<file path="src/hw/rtl/bflt_pkg.sv">
// shared types and constants for the rgb565 bilinear filter pipeline
package bflt_pkg;

  // rgb565 field geometry
  localparam int unsigned RED_W     = 5;
  localparam int unsigned GREEN_W   = 6;
  localparam int unsigned BLUE_W    = 5;
  localparam int unsigned PIX_W     = 16;
  localparam int unsigned FRAC_W    = 4;
  localparam int unsigned WGT_W     = 9;
  localparam int unsigned WGT_SHIFT = 8;
  localparam int unsigned NUM_TAPS  = 4;

  // product and sum widths per channel
  localparam int unsigned RB_PROD_W = RED_W + WGT_W;
  localparam int unsigned G_PROD_W  = GREEN_W + WGT_W;
  localparam int unsigned SUM_W     = 16;

  // one in sixteenths
  localparam logic [FRAC_W:0] FRAC_ONE = 5'd16;

  // tap order: top-left, top-right, bottom-left, bottom-right
  localparam int unsigned TAP_TL = 0;
  localparam int unsigned TAP_TR = 1;
  localparam int unsigned TAP_BL = 2;
  localparam int unsigned TAP_BR = 3;

  // one pixel split into channels
  typedef struct packed {
    logic [RED_W-1:0]   r;
    logic [GREEN_W-1:0] g;
    logic [BLUE_W-1:0]  b;
  } rgb_t;

  // incoming word, fields decoded
  typedef struct packed {
    logic [NUM_TAPS-1:0][PIX_W-1:0] pix;
    logic [FRAC_W-1:0]              fx;
    logic [FRAC_W-1:0]              fy;
    logic                           last;
  } in_word_t;

  // after weight stage
  typedef struct packed {
    rgb_t [NUM_TAPS-1:0]            pix;
    logic [NUM_TAPS-1:0][WGT_W-1:0] wgt;
    logic                           last;
  } wgt_word_t;

  // after multiply stage
  typedef struct packed {
    logic [NUM_TAPS-1:0][RB_PROD_W-1:0] r;
    logic [NUM_TAPS-1:0][G_PROD_W-1:0]  g;
    logic [NUM_TAPS-1:0][RB_PROD_W-1:0] b;
    logic                               last;
  } prod_word_t;

  // result word
  typedef struct packed {
    logic [PIX_W-1:0] pix;
    logic             last;
  } out_word_t;

endpackage

</file>
<file path="src/hw/rtl/bflt_weight.sv">
// stage 1: channel unpack and bilinear weight generation
module bflt_weight (
  input  logic                 clk,
  input  logic                 rst_n,
  input  logic                 up_valid,
  output logic                 up_ready,
  input  bflt_pkg::in_word_t   up_word,
  output logic                 dn_valid,
  input  logic                 dn_ready,
  output bflt_pkg::wgt_word_t  dn_word
);
  import bflt_pkg::*;

  logic              valid_r;
  wgt_word_t         word_r;
  wgt_word_t         word_nxt;
  logic [FRAC_W:0]   ix;
  logic [FRAC_W:0]   iy;
  logic [FRAC_W:0]   fx_e;
  logic [FRAC_W:0]   fy_e;
  logic [2*FRAC_W+1:0] w_tl;
  logic [2*FRAC_W+1:0] w_tr;
  logic [2*FRAC_W+1:0] w_bl;
  logic [2*FRAC_W+1:0] w_br;

  assign up_ready = !valid_r || dn_ready;
  assign dn_valid = valid_r;
  assign dn_word  = word_r;

  // weights; they always sum to 256
  always_comb begin
    fx_e = {1'b0, up_word.fx};
    fy_e = {1'b0, up_word.fy};
    ix   = FRAC_ONE - fx_e;
    iy   = FRAC_ONE - fy_e;
    w_tl = {{(FRAC_W+1){1'b0}}, iy} * {{(FRAC_W+1){1'b0}}, ix};
    w_tr = {{(FRAC_W+1){1'b0}}, iy} * {{(FRAC_W+1){1'b0}}, fx_e};
    w_bl = {{(FRAC_W+1){1'b0}}, fy_e} * {{(FRAC_W+1){1'b0}}, ix};
    w_br = {{(FRAC_W+1){1'b0}}, fy_e} * {{(FRAC_W+1){1'b0}}, fx_e};
    word_nxt.wgt[TAP_TL] = w_tl[WGT_W-1:0];
    word_nxt.wgt[TAP_TR] = w_tr[WGT_W-1:0];
    word_nxt.wgt[TAP_BL] = w_bl[WGT_W-1:0];
    word_nxt.wgt[TAP_BR] = w_br[WGT_W-1:0];
    for (int i = 0; i < NUM_TAPS; i++) begin
      word_nxt.pix[i] = up_word.pix[i];
    end
    word_nxt.last = up_word.last;
  end

  // valid bit
  always_ff @(posedge clk) begin
    if (!rst_n) begin
      valid_r <= 1'b0;
    end else if (up_ready) begin
      valid_r <= up_valid;
    end
  end

  // payload
  always_ff @(posedge clk) begin
    if (up_ready && up_valid) begin
      word_r <= word_nxt;
    end
  end

endmodule

</file>
<file path="src/hw/rtl/bflt_mul.sv">
// stage 2: per-channel weight multiplies
module bflt_mul (
  input  logic                  clk,
  input  logic                  rst_n,
  input  logic                  up_valid,
  output logic                  up_ready,
  input  bflt_pkg::wgt_word_t   up_word,
  output logic                  dn_valid,
  input  logic                  dn_ready,
  output bflt_pkg::prod_word_t  dn_word
);
  import bflt_pkg::*;

  logic       valid_r;
  prod_word_t word_r;
  prod_word_t word_nxt;

  assign up_ready = !valid_r || dn_ready;
  assign dn_valid = valid_r;
  assign dn_word  = word_r;

  // twelve narrow products, one per tap and channel
  always_comb begin
    for (int i = 0; i < NUM_TAPS; i++) begin
      word_nxt.r[i] = {{WGT_W{1'b0}}, up_word.pix[i].r} *
                      {{RED_W{1'b0}}, up_word.wgt[i]};
      word_nxt.g[i] = {{WGT_W{1'b0}}, up_word.pix[i].g} *
                      {{GREEN_W{1'b0}}, up_word.wgt[i]};
      word_nxt.b[i] = {{WGT_W{1'b0}}, up_word.pix[i].b} *
                      {{BLUE_W{1'b0}}, up_word.wgt[i]};
    end
    word_nxt.last = up_word.last;
  end

  // valid bit
  always_ff @(posedge clk) begin
    if (!rst_n) begin
      valid_r <= 1'b0;
    end else if (up_ready) begin
      valid_r <= up_valid;
    end
  end

  // payload
  always_ff @(posedge clk) begin
    if (up_ready && up_valid) begin
      word_r <= word_nxt;
    end
  end

endmodule

</file>
<file path="src/hw/rtl/bflt_sum.sv">
// stage 3: product sums, truncating shift and rgb565 repack
module bflt_sum (
  input  logic                  clk,
  input  logic                  rst_n,
  input  logic                  up_valid,
  output logic                  up_ready,
  input  bflt_pkg::prod_word_t  up_word,
  output logic                  dn_valid,
  input  logic                  dn_ready,
  output bflt_pkg::out_word_t   dn_word
);
  import bflt_pkg::*;

  logic             valid_r;
  out_word_t        word_r;
  out_word_t        word_nxt;
  logic [SUM_W-1:0] sum_r_ch;
  logic [SUM_W-1:0] sum_g_ch;
  logic [SUM_W-1:0] sum_b_ch;

  assign up_ready = !valid_r || dn_ready;
  assign dn_valid = valid_r;
  assign dn_word  = word_r;

  // weights sum to 256, so each sum is at most channel max times 256
  always_comb begin
    sum_r_ch = '0;
    sum_g_ch = '0;
    sum_b_ch = '0;
    for (int i = 0; i < NUM_TAPS; i++) begin
      sum_r_ch = sum_r_ch + {{(SUM_W-RB_PROD_W){1'b0}}, up_word.r[i]};
      sum_g_ch = sum_g_ch + {{(SUM_W-G_PROD_W){1'b0}}, up_word.g[i]};
      sum_b_ch = sum_b_ch + {{(SUM_W-RB_PROD_W){1'b0}}, up_word.b[i]};
    end
    word_nxt.pix  = {sum_r_ch[WGT_SHIFT +: RED_W],
                     sum_g_ch[WGT_SHIFT +: GREEN_W],
                     sum_b_ch[WGT_SHIFT +: BLUE_W]};
    word_nxt.last = up_word.last;
  end

  // valid bit
  always_ff @(posedge clk) begin
    if (!rst_n) begin
      valid_r <= 1'b0;
    end else if (up_ready) begin
      valid_r <= up_valid;
    end
  end

  // payload
  always_ff @(posedge clk) begin
    if (up_ready && up_valid) begin
      word_r <= word_nxt;
    end
  end

endmodule

</file>
<file path="src/hw/rtl/rgb565_bilinear_filter_unit.sv">
// rgb565 bilinear filter: three-stage pipeline, one word per cycle
// an accepted word is registered in the weight, multiply and sum stages in
// turn, and out_tvalid rises once the sum stage holds it
// throughput: one word per cycle; each stage holds its word while stalled
// and fills bubbles, so in_tready falls only when all three stages are full
// reset: synchronous active-low rst_n clears the stage valid bits only
module rgb565_bilinear_filter_unit (
  input  logic        clk,
  input  logic        rst_n,
  input  logic        in_tvalid,
  output logic        in_tready,
  // [15:0] top_left_pixel, [31:16] top_right_pixel, [47:32] bottom_left_pixel,
  // [63:48] bottom_right_pixel, [67:64] frac_x, [71:68] frac_y
  input  logic [71:0] in_tdata,
  input  logic        in_tlast,   // span_end
  output logic        out_tvalid,
  input  logic        out_tready,
  // [15:0] filtered_pixel
  output logic [15:0] out_tdata,
  output logic        out_tlast   // span_last
);
  import bflt_pkg::*;

  in_word_t   in_word;
  wgt_word_t  wgt_word;
  prod_word_t prod_word;
  out_word_t  out_word;
  logic       wgt_valid;
  logic       wgt_ready;
  logic       prod_valid;
  logic       prod_ready;

  // unpack input word
  always_comb begin
    in_word.pix[TAP_TL] = in_tdata[15:0];
    in_word.pix[TAP_TR] = in_tdata[31:16];
    in_word.pix[TAP_BL] = in_tdata[47:32];
    in_word.pix[TAP_BR] = in_tdata[63:48];
    in_word.fx          = in_tdata[67:64];
    in_word.fy          = in_tdata[71:68];
    in_word.last        = in_tlast;
  end

  // weight stage
  bflt_weight u_weight (
    .clk      (clk),
    .rst_n    (rst_n),
    .up_valid (in_tvalid),
    .up_ready (in_tready),
    .up_word  (in_word),
    .dn_valid (wgt_valid),
    .dn_ready (wgt_ready),
    .dn_word  (wgt_word)
  );

  // multiply stage
  bflt_mul u_mul (
    .clk      (clk),
    .rst_n    (rst_n),
    .up_valid (wgt_valid),
    .up_ready (wgt_ready),
    .up_word  (wgt_word),
    .dn_valid (prod_valid),
    .dn_ready (prod_ready),
    .dn_word  (prod_word)
  );

  // sum and pack stage, doubles as output register
  bflt_sum u_sum (
    .clk      (clk),
    .rst_n    (rst_n),
    .up_valid (prod_valid),
    .up_ready (prod_ready),
    .up_word  (prod_word),
    .dn_valid (out_tvalid),
    .dn_ready (out_tready),
    .dn_word  (out_word)
  );

  assign out_tdata = out_word.pix;
  assign out_tlast = out_word.last;

endmodule
</file>
<file path="config.mk">
export PLATFORM = sky130hd
export DESIGN_NAME = rgb565_bilinear_filter_unit
export DESIGN_NICKNAME = d
export VERILOG_FILES = /design/src/hw/rtl/bflt_pkg.sv /design/src/hw/rtl/bflt_weight.sv /design/src/hw/rtl/bflt_mul.sv /design/src/hw/rtl/bflt_sum.sv /design/src/hw/rtl/rgb565_bilinear_filter_unit.sv
export SDC_FILE = /design/constraint.sdc
export NUM_CORES = 1
export LEC_CHECK = 0
export BUFFER_PORTS_ARGS = -buffer_cell sky130_fd_sc_hd__buf_2
export CORE_ASPECT_RATIO = 0.5
export CORE_UTILIZATION = 65
export CTS_CLUSTER_SIZE = 25
export DETAILED_ROUTE_END_ITERATION = 7
export GPL_ROUTABILITY_DRIVEN = 0
export PLACE_DENSITY_LB_ADDON = 0.08
export SYNTH_ARGS = -nofsm -noshare
export SYNTH_HDL_FRONTEND = slang
export SYNTH_SLANG_ARGS = --single-unit
</file>
<file path="constraint.sdc">
create_clock -name clk -period 23.1 [get_ports clk]
set_clock_uncertainty 0.15 [all_clocks]
set_input_delay 2.31 -clock clk [delete_from_list [all_inputs] [get_ports clk]]
set_output_delay 2.31 -clock clk [all_outputs]
set_load 0.005 [all_outputs]
</file>
==> summary.md, run 1 <==
| Metric | Value |
|---|---|
| Result of the run | `completed` |
| Post-synthesis sequential area ratio | `0.281` |
| Clk_lat worst skew | `just under 0.6 ns` |
| Post-Route M1 WL | `29.7 mm` |
| DIE AREA | `46400 sq um` |
| Max-Cap Viols | `0` |
| Post-synth top flop | `edfxtp_1` |
| Die extent in y | `~150 microns` |
| Fill count | `roughly 3200` |
| HP Class | `flip-flop to flip-flop` |
| CTS max path bufs | `3` |
| Clk root buf | `clkbuf_16` |
| Fraction of layout cells with a size suffix above 1 | `0.0601` |
| CTS tree | `yes` |
| Via count | `19341` |
| CP Capture Type | `flip-flop` |
| WP buf/inv | `4` |
| Leakage power total | `approximately 0.015 uW` |
| Worst hold slack | `around 0.27 ns` |
| Routed met2 length | `roughly 28 mm` |
| Synth Net Count | `3564` |
| Top Metal Used | `met5` |
| CP max stage delay | `0.67 ns` |
| Library cells used by synthesis | `60` |
| DRT Pass-1 Iters | `6` |
| Routed WL | `64.2 mm` |
| Critical Path Start | `in_tdata[65]` |
| Cells after Synth | `around 2800` |
| Synth area leader | `edfxtp_1` |
| Worst setup margin | `around 17 ns` |
| DR vias/cell | `roughly 5.5` |
| Max Slew Vio Count | `0` |
| Wirelength per Cell | `roughly 18 microns` |
| Crit path cell chain | `buf_2 > inv_1 > ha_1 > nor3b_1 > and2_1 > inv_1 > fa_1 > fa_1 > fa_1 > inv_1 > ha_1 > a21oi_1 > o21bai_1 > a21o_1 > a21oi_1 > xnor2_1` |
| CP Class | `input pin to flip-flop` |
| DR iter-0 viols | `~1300` |
| Number of global-route vias before repair | `between 15000 and 20000` |
| Starting Density | `0.669` |
| # DRC | `0` |
| Final ANT Viol Nets | `0` |
| Setup bufs post-CTS | `0` |
| Startpoint types | `input pin` |
| Net count reported at finish | `between 3000 and 4000` |
| Largest net degree at the start of global routing | `72` |
| Register Area | `slightly above 8000 sq um` |
| Worst hold stages | `0` |
| Critical path required time | `around 23 ns` |
| Slew HR | `0.327` |
| Synthesized area | `approximately 30000 sq um` |
| R2R Path Start | `u_weight.dn_word[19]$_DFFE_PP_` |
| Multi-input combinational cell area | `19100 sq um` |
| Hold Path End | `u_sum.dn_word[0]$_DFFE_PP_` |
| Pwr Density | `roughly 150 nW/um^2` |
| Rows | `between 50 and 60` |
| Wire length on met3 | `around 4.9 mm` |
| Post-detail-place hpwl | `~50 mm` |
| IO Pins | `96` |
| Minimum clock period | `~6.3 ns` |
| Seq cells post-synth | `278` |
| Ys async rst share | `0` |
| Core area | `~44000 sq um` |
| Setup WS pre-CTS | `approximately 16 ns` |
| Synthesized area per cell | `approximately 11 sq um` |
| Fmax | `about 0.16 GHz` |
| Count leader, synth | `inv_1` |
| Hold Startpoint | `u_mul.dn_word[0]$_DFFE_PP_` |
| RSZ-0062 raised after global routing | `false` |
| # port buffers | `95` |
| TritonCTS Buffers | `28` |
| Worst-path maximum fanout | `8` |
| Top post-synthesis cells by area | `edfxtp_1 28%, fa_1 24%, ha_1 15%, and2_1 9.1%, inv_1 6.6%` |
| Clk sinks | `278` |
| Commonest cells in the netlist | `519 x inv_1, 429 x and2_1, 360 x fa_1` |
| CTS clk-pin slew, worst paths | `about 0.060 ns` |
| Area growth syn-to-layout | `7.00%` |
| Synth warn | `0` |
| Total Routing Usage GR | `0.288` |
| Final-report hold violation count | `0` |
| Yosys top cell area share | `0.279` |
| TNS Setup | `0 ns` |
| Worst path arrival time | `around 6.5 ns` |
| R2R cell count | `12` |
| Hold buffer count at CTS | `0` |
| Slowest cell on the critical path | `nor3b_1` |
| H-Tree Depth | `1` |
| Initial antenna violation count | `8` |
| FF-to-FF End | `u_mul.dn_word[170]$_DFFE_PP_` |
| Grt ovf | `0` |
| Worst Tran Pin Value | `about 1.0 ns` |
| Die W | `approximately 300 microns` |
| R2R setup slack | `approximately 18 ns` |
| Post-synth EDFFs | `275` |
| Period utilization | `0.272` |
| Resize count post-CTS | `0` |
| Largest delay share family, worst path | `adder cells` |
| Peak VDD IR | `0.126 mV` |
| Final setup fails | `0` |
| First-pass GRT wire length | `approximately 100 mm` |
## metrics by stage
stage	power (uW)	utilization	std cells	cell area [sq um]
global placement	4260	0.695	3434	30700
detailed placement	4360	0.695	3434	30700
CTS	4870	0.715	3485	31600
global route	5340	0.715	3485	31600
finish	4870	0.716	3487	31600
floorplan	3580	-	2783	29500
## layout make-up
class,count,area share
Timing Repair Buffer,111,0.0188
Sequential cell,278,0.263
Clock inverter,18,0.00451
Inverter,519,0.0616
Tap cell,588,0.0233
Antenna cell,2,0.000158
Clock buffer,33,0.0234
Multi-Input combinational cell,1938,0.605
## registers in the layout, summed over array words and instances (netlist names)
signal / count
u_mul.dn_valid: 1
u_mul.dn_word: 161
u_sum.dn_valid: 1
u_sum.dn_word: 17
u_weight.dn_valid: 1
u_weight.dn_word: 97
## worst register-to-register path, stage by stage, from the launching register on
cell	delay (ns)
edfxtp_1	0.33
buf_4	0.25
buf_4	0.52
nand2_1	0.15
fa_1	0.56
fa_1	0.47
fa_1	0.50
inv_1	0.05
ha_1	0.32
a21o_1	0.20
a31oi_1	0.29
a21oi_1	0.18
o311ai_0	0.72
## layer usage
| metal | global-route usage | vias to the layer above |
|---|---|---|
| li1 | - | 9089 |
| met1 | 0.433 | 9627 |
| met2 | 0.439 | 537 |
| met3 | 0.0512 | 84 |
| met4 | 0.0621 | 4 |
| met5 | 0 | - |
## power breakdown
| part | leakage (uW) | switching, uW | internal, uW |
|---|---|---|---|
| Combinational | 0.0123 | 1860 | 1500 |
| Clock | 0.000418 | 214 | 242 |
| Sequential | 0.00263 | 144 | 920 |
| Total | 0.0153 | 2220 | 2660 |
## how the worst max path moves through the flow
stage                               endpoint  slack (ns)  depth (start not counted)
3_5_place_dp   u_weight.dn_word[9]$_DFFE_PP_       16.33                         16
4_1_cts        u_weight.dn_word[9]$_DFFE_PP_       16.90                         16
6_report       u_weight.dn_word[9]$_DFFE_PP_       16.82                         16
3_3_place_gp   u_weight.dn_word[9]$_DFFE_PP_       16.43                         16
5_1_grt        u_weight.dn_word[9]$_DFFE_PP_       16.65                         16
2_1_floorplan     u_mul.dn_word[0]$_DFFE_PP_        8.01                          2
## kinds of logic (layout without fill, tap and decap cells)
kind of cell,count (synthesis),count (layout),synth area share
XOR/XNOR,180,180,0.0534
other,0,2,0
flip-flops,278,278,0.281
AO/OA/AOI/OAI,261,261,0.0586
multiplexers,2,2,0.000678
buffers and inverters,567,681,0.0720
adder cells (fa/ha/maj),704,704,0.390
AND/OR/NAND/NOR,791,791,0.144
## placed cells by master (no fill, tap or decap), types with 5 or more instances in the layout
| master | instances |
|---|---|
| inv_1 | 519 |
| and2_1 | 429 |
| fa_1 | 360 |
| ha_1 | 344 |
| edfxtp_1 | 275 |
| nand2_1 | 230 |
| xnor2_1 | 132 |
| buf_2 | 95 |
| a21oi_1 | 77 |
| a21o_1 | 57 |
| nor2_1 | 48 |
| xor2_1 | 48 |
| o21ai_0 | 29 |
| clkbuf_16 | 29 |
| nor3_1 | 19 |
| buf_4 | 16 |
| a31oi_1 | 15 |
| nand2b_1 | 13 |
| o21bai_1 | 13 |
| nor2b_1 | 11 |
| o211ai_1 | 10 |
| o21a_1 | 9 |
| a31o_2 | 8 |
| nand4_1 | 7 |
| nand3_1 | 5 |
| o31ai_1 | 5 |
| clkinvlp_4 | 5 |
(Power assumes the default switching activity.)
==> run 2: changes to the inputs <==
==> constraint.sdc (replaced) <==
create_clock -name clk -period 6.5 [get_ports clk]
set_clock_uncertainty 0.15 [all_clocks]
set_input_delay 0.65 -clock clk [delete_from_list [all_inputs] [get_ports clk]]
set_output_delay 0.65 -clock clk [all_outputs]
set_load 0.005 [all_outputs]
==> run 2 against run 1 <==
Effect of this change:
- final area rose by 0.19%
- first-iteration DRC count rose by 1.8%
- sequential cell count did not move
- wire length fell by 1.4%
- core utilization rose by 0.14 points
- register-to-register slack got worse by 16 ns
- die area did not move
- worst hold slack got worse by 0.18 ns
- power rose to 3.6 times the previous value
- clock-buffer cell count rose by 1
==> summary.md, run 2 (synthesized netlist as in run 1, its figures left out) <==
| Metric | Value |
|---|---|
| Most Frequent Cell on Critical Path | `fa_1` |
| Final ANT Viol Nets | `0` |
| Final setup fails | `0` |
| Slowest cell on the critical path | `edfxtp_1` |
| CTS tree | `yes` |
| TNS Setup | `0 ns` |
| CP Class | `flip-flop to flip-flop` |
| Fmax | `approximately 0.22 GHz` |
| Fill count | `3312` |
| Die W | `304 microns` |
| Placed cells | `around 3400` |
| DR iter-0 viols | `between 1000 and 1500` |
| Fraction of layout cells with a size suffix above 1 | `0.0580` |
| Clk root buf | `clkbuf_16` |
| Peak VDD IR | `around 0.62 mV` |
| Clk_lat worst skew | `between 0.5 and 0.6 ns` |
| Crit path cell chain | `nand2_1 > fa_1 > fa_1 > fa_1 > inv_1 > ha_1 > nor2b_1 > o21ai_0 > a21boi_0 > nor3_1 > o31ai_1 > xnor2_1` |
| Area growth syn-to-layout | `7.20%` |
| Worst hold slack | `a little under 0.09 ns` |
| Routed WL | `63.3 mm` |
| Resize count post-CTS | `0` |
| Worst Tran Pin Value | `around 1 ns` |
| Post-detail-place hpwl | `approximately 49 mm` |
| Leakage power total | `between 0.015 and 0.02 uW` |
| Setup bufs post-CTS | `0` |
| DIE AREA | `around 46000 sq um` |
| Net count reported at finish | `3653` |
| TritonCTS Buffers | `30` |
| Core area | `between 40000 and 50000 sq um` |
| Total Routing Usage GR | `0.287` |
| Max-Cap Viols | `0` |
| Hold buffer count at CTS | `0` |
| Startpoint types | `flip-flop` |
| DR vias/cell | `5.53` |
| Number of global-route vias before repair | `19637` |
| IO Pins | `96` |
| Wirelength per Cell | `~18 microns` |
| Initial antenna violation count | `3` |
| # DRC | `0` |
| RSZ-0062 raised after global routing | `false` |
| Period utilization | `0.699` |
| Clock group share of total power | `0.100` |
| Via count | `19288` |
| DRT Pass-1 Iters | `5` |
| Grt ovf | `0` |
| Sw Pwr | `between 7000 and 8000 uW` |
| Non-Filler Instances | `around 3500` |
| Largest delay share family, worst path | `adder cells` |
| Most common cell after layout, fill and taps aside | `inv_1` |
| Rows | `between 50 and 60` |
| Worst path arrival time | `4.72 ns` |
| CP max stage delay | `~0.92 ns` |
| CP Capture Type | `flip-flop` |
| Result of the run | `completed` |
| Critical path required time | `6.68 ns` |
| Register share of total power | `0.221` |
| # port buffers | `95` |
| CTS clk-pin slew, worst paths | `~0.070 ns` |
| Die extent in y | `153 microns` |
| First-pass GRT wire length | `around 100 mm` |
| Final-report hold violation count | `0` |
| Slew HR | `0.325` |
| Worst-path maximum fanout | `16` |
| Switching share of total power | `0.451` |
| CTS max path bufs | `3` |
| Max Slew Vio Count | `0` |
| Largest net degree at the start of global routing | `~160` |
| Starting Density | `0.669` |
| Gate power share | `0.680` |
| Minimum clock period | `between 4 and 5 ns` |
| HP Class | `input pin to flip-flop` |
| Clk sinks | `roughly 280` |
| WP buf/inv | `1` |
| H-Tree Depth | `1` |
| Internal | `9520 uW` |
| Number of flip-flops under the largest register name | `approximately 160` |
| Pwr Density | `between 500 and 600 nW/um^2` |
| Most frequent cells in the layout | `519 x inv_1, 429 x and2_1, 360 x fa_1` |
| R2R setup slack | `between 1.5 and 2 ns` |
==> run 2: changes by cell type in the layout (fill, tap and decap cells not counted) <==
cell and delta:
clkinv_2 -2, clkinv_1 +5, buf_12 +2, clkbuf_1 -1
clkbuf_16 +2, clkinv_4 -1, clkinvlp_4 -1, bufinv_16 +1
inv_8 +1, buf_4 -8
==> run 2: path summary, 6_finish.rpt <==
| check | startpoint | end | cells past startpoint |
|---|---|---|---|
| max reg2reg | u_weight.dn_word[2]$_DFFE_PP_ | u_mul.dn_word[70]$_DFFE_PP_ | 12 |
| min reg2reg | u_weight.dn_word[0]$_DFFE_PP_ | u_mul.dn_word[0]$_DFFE_PP_ | 0 |
| min | in_tdata[10] | u_weight.dn_word[47]$_DFFE_PP_ | 1 |
| max | u_weight.dn_word[2]$_DFFE_PP_ | u_mul.dn_word[70]$_DFFE_PP_ | 12 |
==> run 2: per-layer routing <==
metal,vias up,GRT usage,share of wire
met5,-,0.0228,0.0025
met4,4,0.0552,0.019
met3,72,0.0640,0.081
met2,482,0.437,0.44
met1,9651,0.424,0.46
li1,9079,-,-
==> run 2: power groups by stage <==
stage	Combinational (uW)	Clock [uW]	Sequential, uW
3_5_place_dp	11600	0	3850
3_3_place_gp	11300	0	3840
2_1_floorplan	9160	0	3540
5_1_grt	13400	1830	3890
6_report	11800	1730	3830
4_1_cts	11800	1770	3820
==> run 2: final cells by class <==
cell class / instances / area (sq um) / share of cell area
inverter: 519 / 1950 / 0.0615
clock buffer: 34 / 787 / 0.0248
multi-input combinational: 1938 / 19100 / 0.604
clock inverter: 21 / 176 / 0.00557
timing repair buffer: 105 / 576 / 0.0182
antenna: 2 / 5.00 / 0.000158
tap: 588 / 736 / 0.0232
sequential: 278 / 8320 / 0.263
==> run 2: stage by stage <==
stage	total power (uW)	setup WS (ns)	util	cell area (sq um)
2_1_floorplan	12700	0.114	-	29600
3_3_place_gp	15100	1.61	0.695	30700
6_report	17400	1.96	0.717	31700
3_5_place_dp	15500	1.49	0.695	30700
5_1_grt	19100	1.71	0.717	31700
4_1_cts	17400	1.99	0.717	31700
==> run 3: changes to the inputs <==
--- a/config.mk
+++ b/config.mk
@@ -5,6 +5,7 @@
 export SDC_FILE = /design/constraint.sdc
 export NUM_CORES = 1
 export LEC_CHECK = 0
+export ABC_AREA = 1
 export BUFFER_PORTS_ARGS = -buffer_cell sky130_fd_sc_hd__buf_2
 export CORE_ASPECT_RATIO = 0.5
 export CORE_UTILIZATION = 65
==> constraint.sdc (replaced) <==
create_clock -name clk -period 4.5 [get_ports clk]
set_clock_uncertainty 0.15 [all_clocks]
set_input_delay 0.45 -clock clk [delete_from_list [all_inputs] [get_ports clk]]
set_output_delay 0.45 -clock clk [all_outputs]
set_load 0.005 [all_outputs]
==> run 3 against run 2 <==
Effect of this change:
- fmax rose by 6.1%
- synthesized area rose by 11%
- final area up 11%
- largest power group unchanged
- clock power up 41%
- register-to-register slack worse by 1.7 ns
- synthesized cell count rose by 42%
- core utilization is 0.22 points higher
- clock-buffer cell count rose by 4
- critical path type unchanged
- highest routed layer unchanged
- first-iteration DRC count is 55% higher
==> summary.md, run 3 <==
| Metric | Value |
|---|---|
| Result of the run | `completed` |
| Wirelength per Cell | `between 15 and 20 microns` |
| CP Class | `flip-flop to flip-flop` |
| Fin util | `0.719` |
| HP Class | `input pin to flip-flop` |
| Critical path required time | `approximately 4.7 ns` |
| Die extent in y | `between 150 and 200 microns` |
| Rows | `57` |
| Gate power share | `0.687` |
| Number of flip-flops under the largest register name | `roughly 160` |
| Final ANT Viol Nets | `0` |
| Non-Filler Instances | `4718` |
| Slew HR | `0.382` |
| Synth warn | `0` |
| Largest net degree at the start of global routing | `80` |
| CP Capture Type | `flip-flop` |
| Slowest cell on the critical path | `edfxtp_1` |
| CTS max path bufs | `3` |
| Leakage power total | `0.0207 uW` |
| TritonCTS Buffers | `29` |
| DR iter-0 viols | `2020` |
| Pwr Density | `slightly below 700 nW/um^2` |
| CTS clk-pin slew, worst paths | `~0.070 ns` |
| Clk root buf | `clkbuf_16` |
| Period utilization | `0.951` |
| Grt ovf | `0` |
| Clk sinks | `between 200 and 300` |
| Top post-synthesis cells by area | `edfxtp_1 25%, fa_1 22%, ha_1 13%, inv_1 13%, nand2_1 12%` |
| Fraction of layout cells with a size suffix above 1 | `0.0528` |
| First-pass GRT wire length | `123 mm` |
| DIE AREA | `51300 sq um` |
| Resize count post-CTS | `0` |
| Minimum clock period | `about 4.3 ns` |
| Library cells used by synthesis | `41` |
| # port buffers | `95` |
| Sw Pwr | `approximately 12000 uW` |
| Most frequent cells in the layout | `1087 x inv_1, 1020 x nand2_1, 360 x fa_1` |
| DR vias/cell | `between 5 and 6` |
| Net count reported at finish | `around 4800` |
| Post-synth top flop | `edfxtp_1` |
| Synth area leader | `edfxtp_1` |
| Starting Density | `0.666` |
| Count leader, synth | `inv_1` |
| Initial antenna violation count | `2` |
| Max-Cap Viols | `0` |
| IO Pins | `96` |
| Switching share of total power | `0.507` |
| Number of global-route vias before repair | `between 20000 and 25000` |
| # DRC | `0` |
| Synth Net Count | `4741` |
| Worst-path maximum fanout | `16` |
| Synthesized area per cell | `between 8 and 9 sq um` |
| Post-detail-place hpwl | `~59 mm` |
| Core area | `between 40000 and 50000 sq um` |
| DRT Pass-1 Iters | `5` |
| Internal | `about 12000 uW` |
| Peak VDD IR | `roughly 0.76 mV` |
| Crit path cell chain | `nand2_1 > inv_1 > fa_1 > fa_1 > inv_1 > fa_1 > inv_1 > ha_1 > nand2_1 > nand2_1 > o21ai_0 > nand3_1 > nand3_1 > nand2_1` |
| Commonest cells in the netlist | `1089 x inv_1, 1020 x nand2_1, 360 x fa_1` |
| Die W | `319 microns` |
| R2R setup slack | `about 0.22 ns` |
| Synthesized area | `approximately 33000 sq um` |
| Fmax | `0.234 GHz` |
| Total Routing Usage GR | `0.304` |
| CP max stage delay | `around 0.96 ns` |
| Register share of total power | `0.211` |
| Worst path arrival time | `roughly 4.5 ns` |
| Clk_lat worst skew | `about 0.60 ns` |
| Placed cells | `~4600` |
| Area growth syn-to-layout | `7.91%` |
| Routed WL | `74.9 mm` |
| Post-synthesis sequential area ratio | `0.254` |
| TNS Setup | `0 ns` |
| Ys async rst share | `0` |
| Most Frequent Cell on Critical Path | `nand2_1` |
| Largest delay share family, worst path | `adder cells` |
| Final setup fails | `0` |
| WP buf/inv | `3` |
| Most common cell after layout, fill and taps aside | `inv_1` |
| H-Tree Depth | `1` |
| N_diodes | `0` |
| Cells after Synth | `between 3000 and 4000` |
| Max Slew Vio Count | `0` |
| Seq cells post-synth | `around 280` |
| Clock group share of total power | `0.103` |
| Final-report hold violation count | `0` |
| RSZ-0062 raised after global routing | `false` |
| Startpoint types | `flip-flop` |
| Worst hold slack | `between 0.02 and 0.03 ns` |
| Yosys top cell area share | `0.253` |
| Via count | `between 20000 and 25000` |
| Worst Tran Pin Value | `approximately 0.92 ns` |
| CTS tree | `yes` |
| Post-synth EDFFs | `roughly 280` |
[run 3: changes by cell type in the layout (fill, tap and decap cells not counted), moves of 90 or more]
| cell | change |
|---|---|
| nand2_1 | +790 |
| inv_1 | +568 |
| and2_1 | -429 |
| nand3_1 | +124 |
| nor2_1 | +101 |
| xnor2_1 | -90 |
[run 3: area by class of cell]
class / instances / area (sq um)
fill: 3801 / 13800
tap: 649 / 812
timing repair buffer: 191 / 1410
multi-input combinational: 2442 / 19600
clock buffer: 38 / 790
clock inverter: 15 / 140
sequential: 278 / 8320
inverter: 1105 / 4170
[run 3: path summary, 6_finish.rpt]
path	depth (start not counted)	from	to
hold / removal	3	in_tvalid	u_weight.dn_valid$_SDFFE_PN0N_
hold reg to reg	0	u_weight.dn_word[0]$_DFFE_PP_	u_mul.dn_word[0]$_DFFE_PP_
setup reg to reg	14	u_weight.dn_word[14]$_DFFE_PP_	u_mul.dn_word[85]$_DFFE_PP_
setup / recovery	14	u_weight.dn_word[14]$_DFFE_PP_	u_mul.dn_word[85]$_DFFE_PP_
[run 3: cell families (layout without fill, tap and decap cells)]
family / count (synthesis) / count (layout) / share of synthesized area
simple gates: 1377 / 1377 / 0.171
buf+inv: 1240 / 1349 / 0.145
fa+ha+maj: 704 / 704 / 0.352
flops: 278 / 278 / 0.254
compound gates: 216 / 216 / 0.0368
xor+xnor: 145 / 145 / 0.0407
[run 3: repair_timing]
action,in CTS,in global routing
endpoints found under the hold margin,68,0
buffers inserted,0,0
hold buffers,67,0
[run 3: power by group through the flow]
stage / sequential [uW] / combinational, uW / clock [uW]
global placement: 5020 / 15500 / 0
CTS: 4990 / 16100 / 2470
finish: 5000 / 16300 / 2440
detailed placement: 5030 / 15900 / 0
floorplan: 4510 / 12300 / 0
global route: 5070 / 18700 / 2560
[run 3: worst min-delay path, cell delays in order]
cell	delay [ns]
buf_2	0.08
nand2_1	0.09
a21oi_1	0.13
[run 3: stage by stage]
stage	power, uW	setup WS [ns]	instance area (sq um)
after floorplan	16800	0.0167	32700
after global placement	20500	0.233	33700
after detailed placement	21000	0.122	33700
after CTS	23600	0.352	35300
after global routing	26300	0.0385	35300
final	23800	0.219	35300
[run 3: per-layer routing]
metal / vias up / routed length, microns / track usage
met1: 11860 / 34400 / 0.457
met2: 877 / 32500 / 0.477
met4: 2 / 1390 / 0.0608
met5: - / 13 / 0
met3: 92 / 6540 / 0.0416
li1: 11989 / - / -
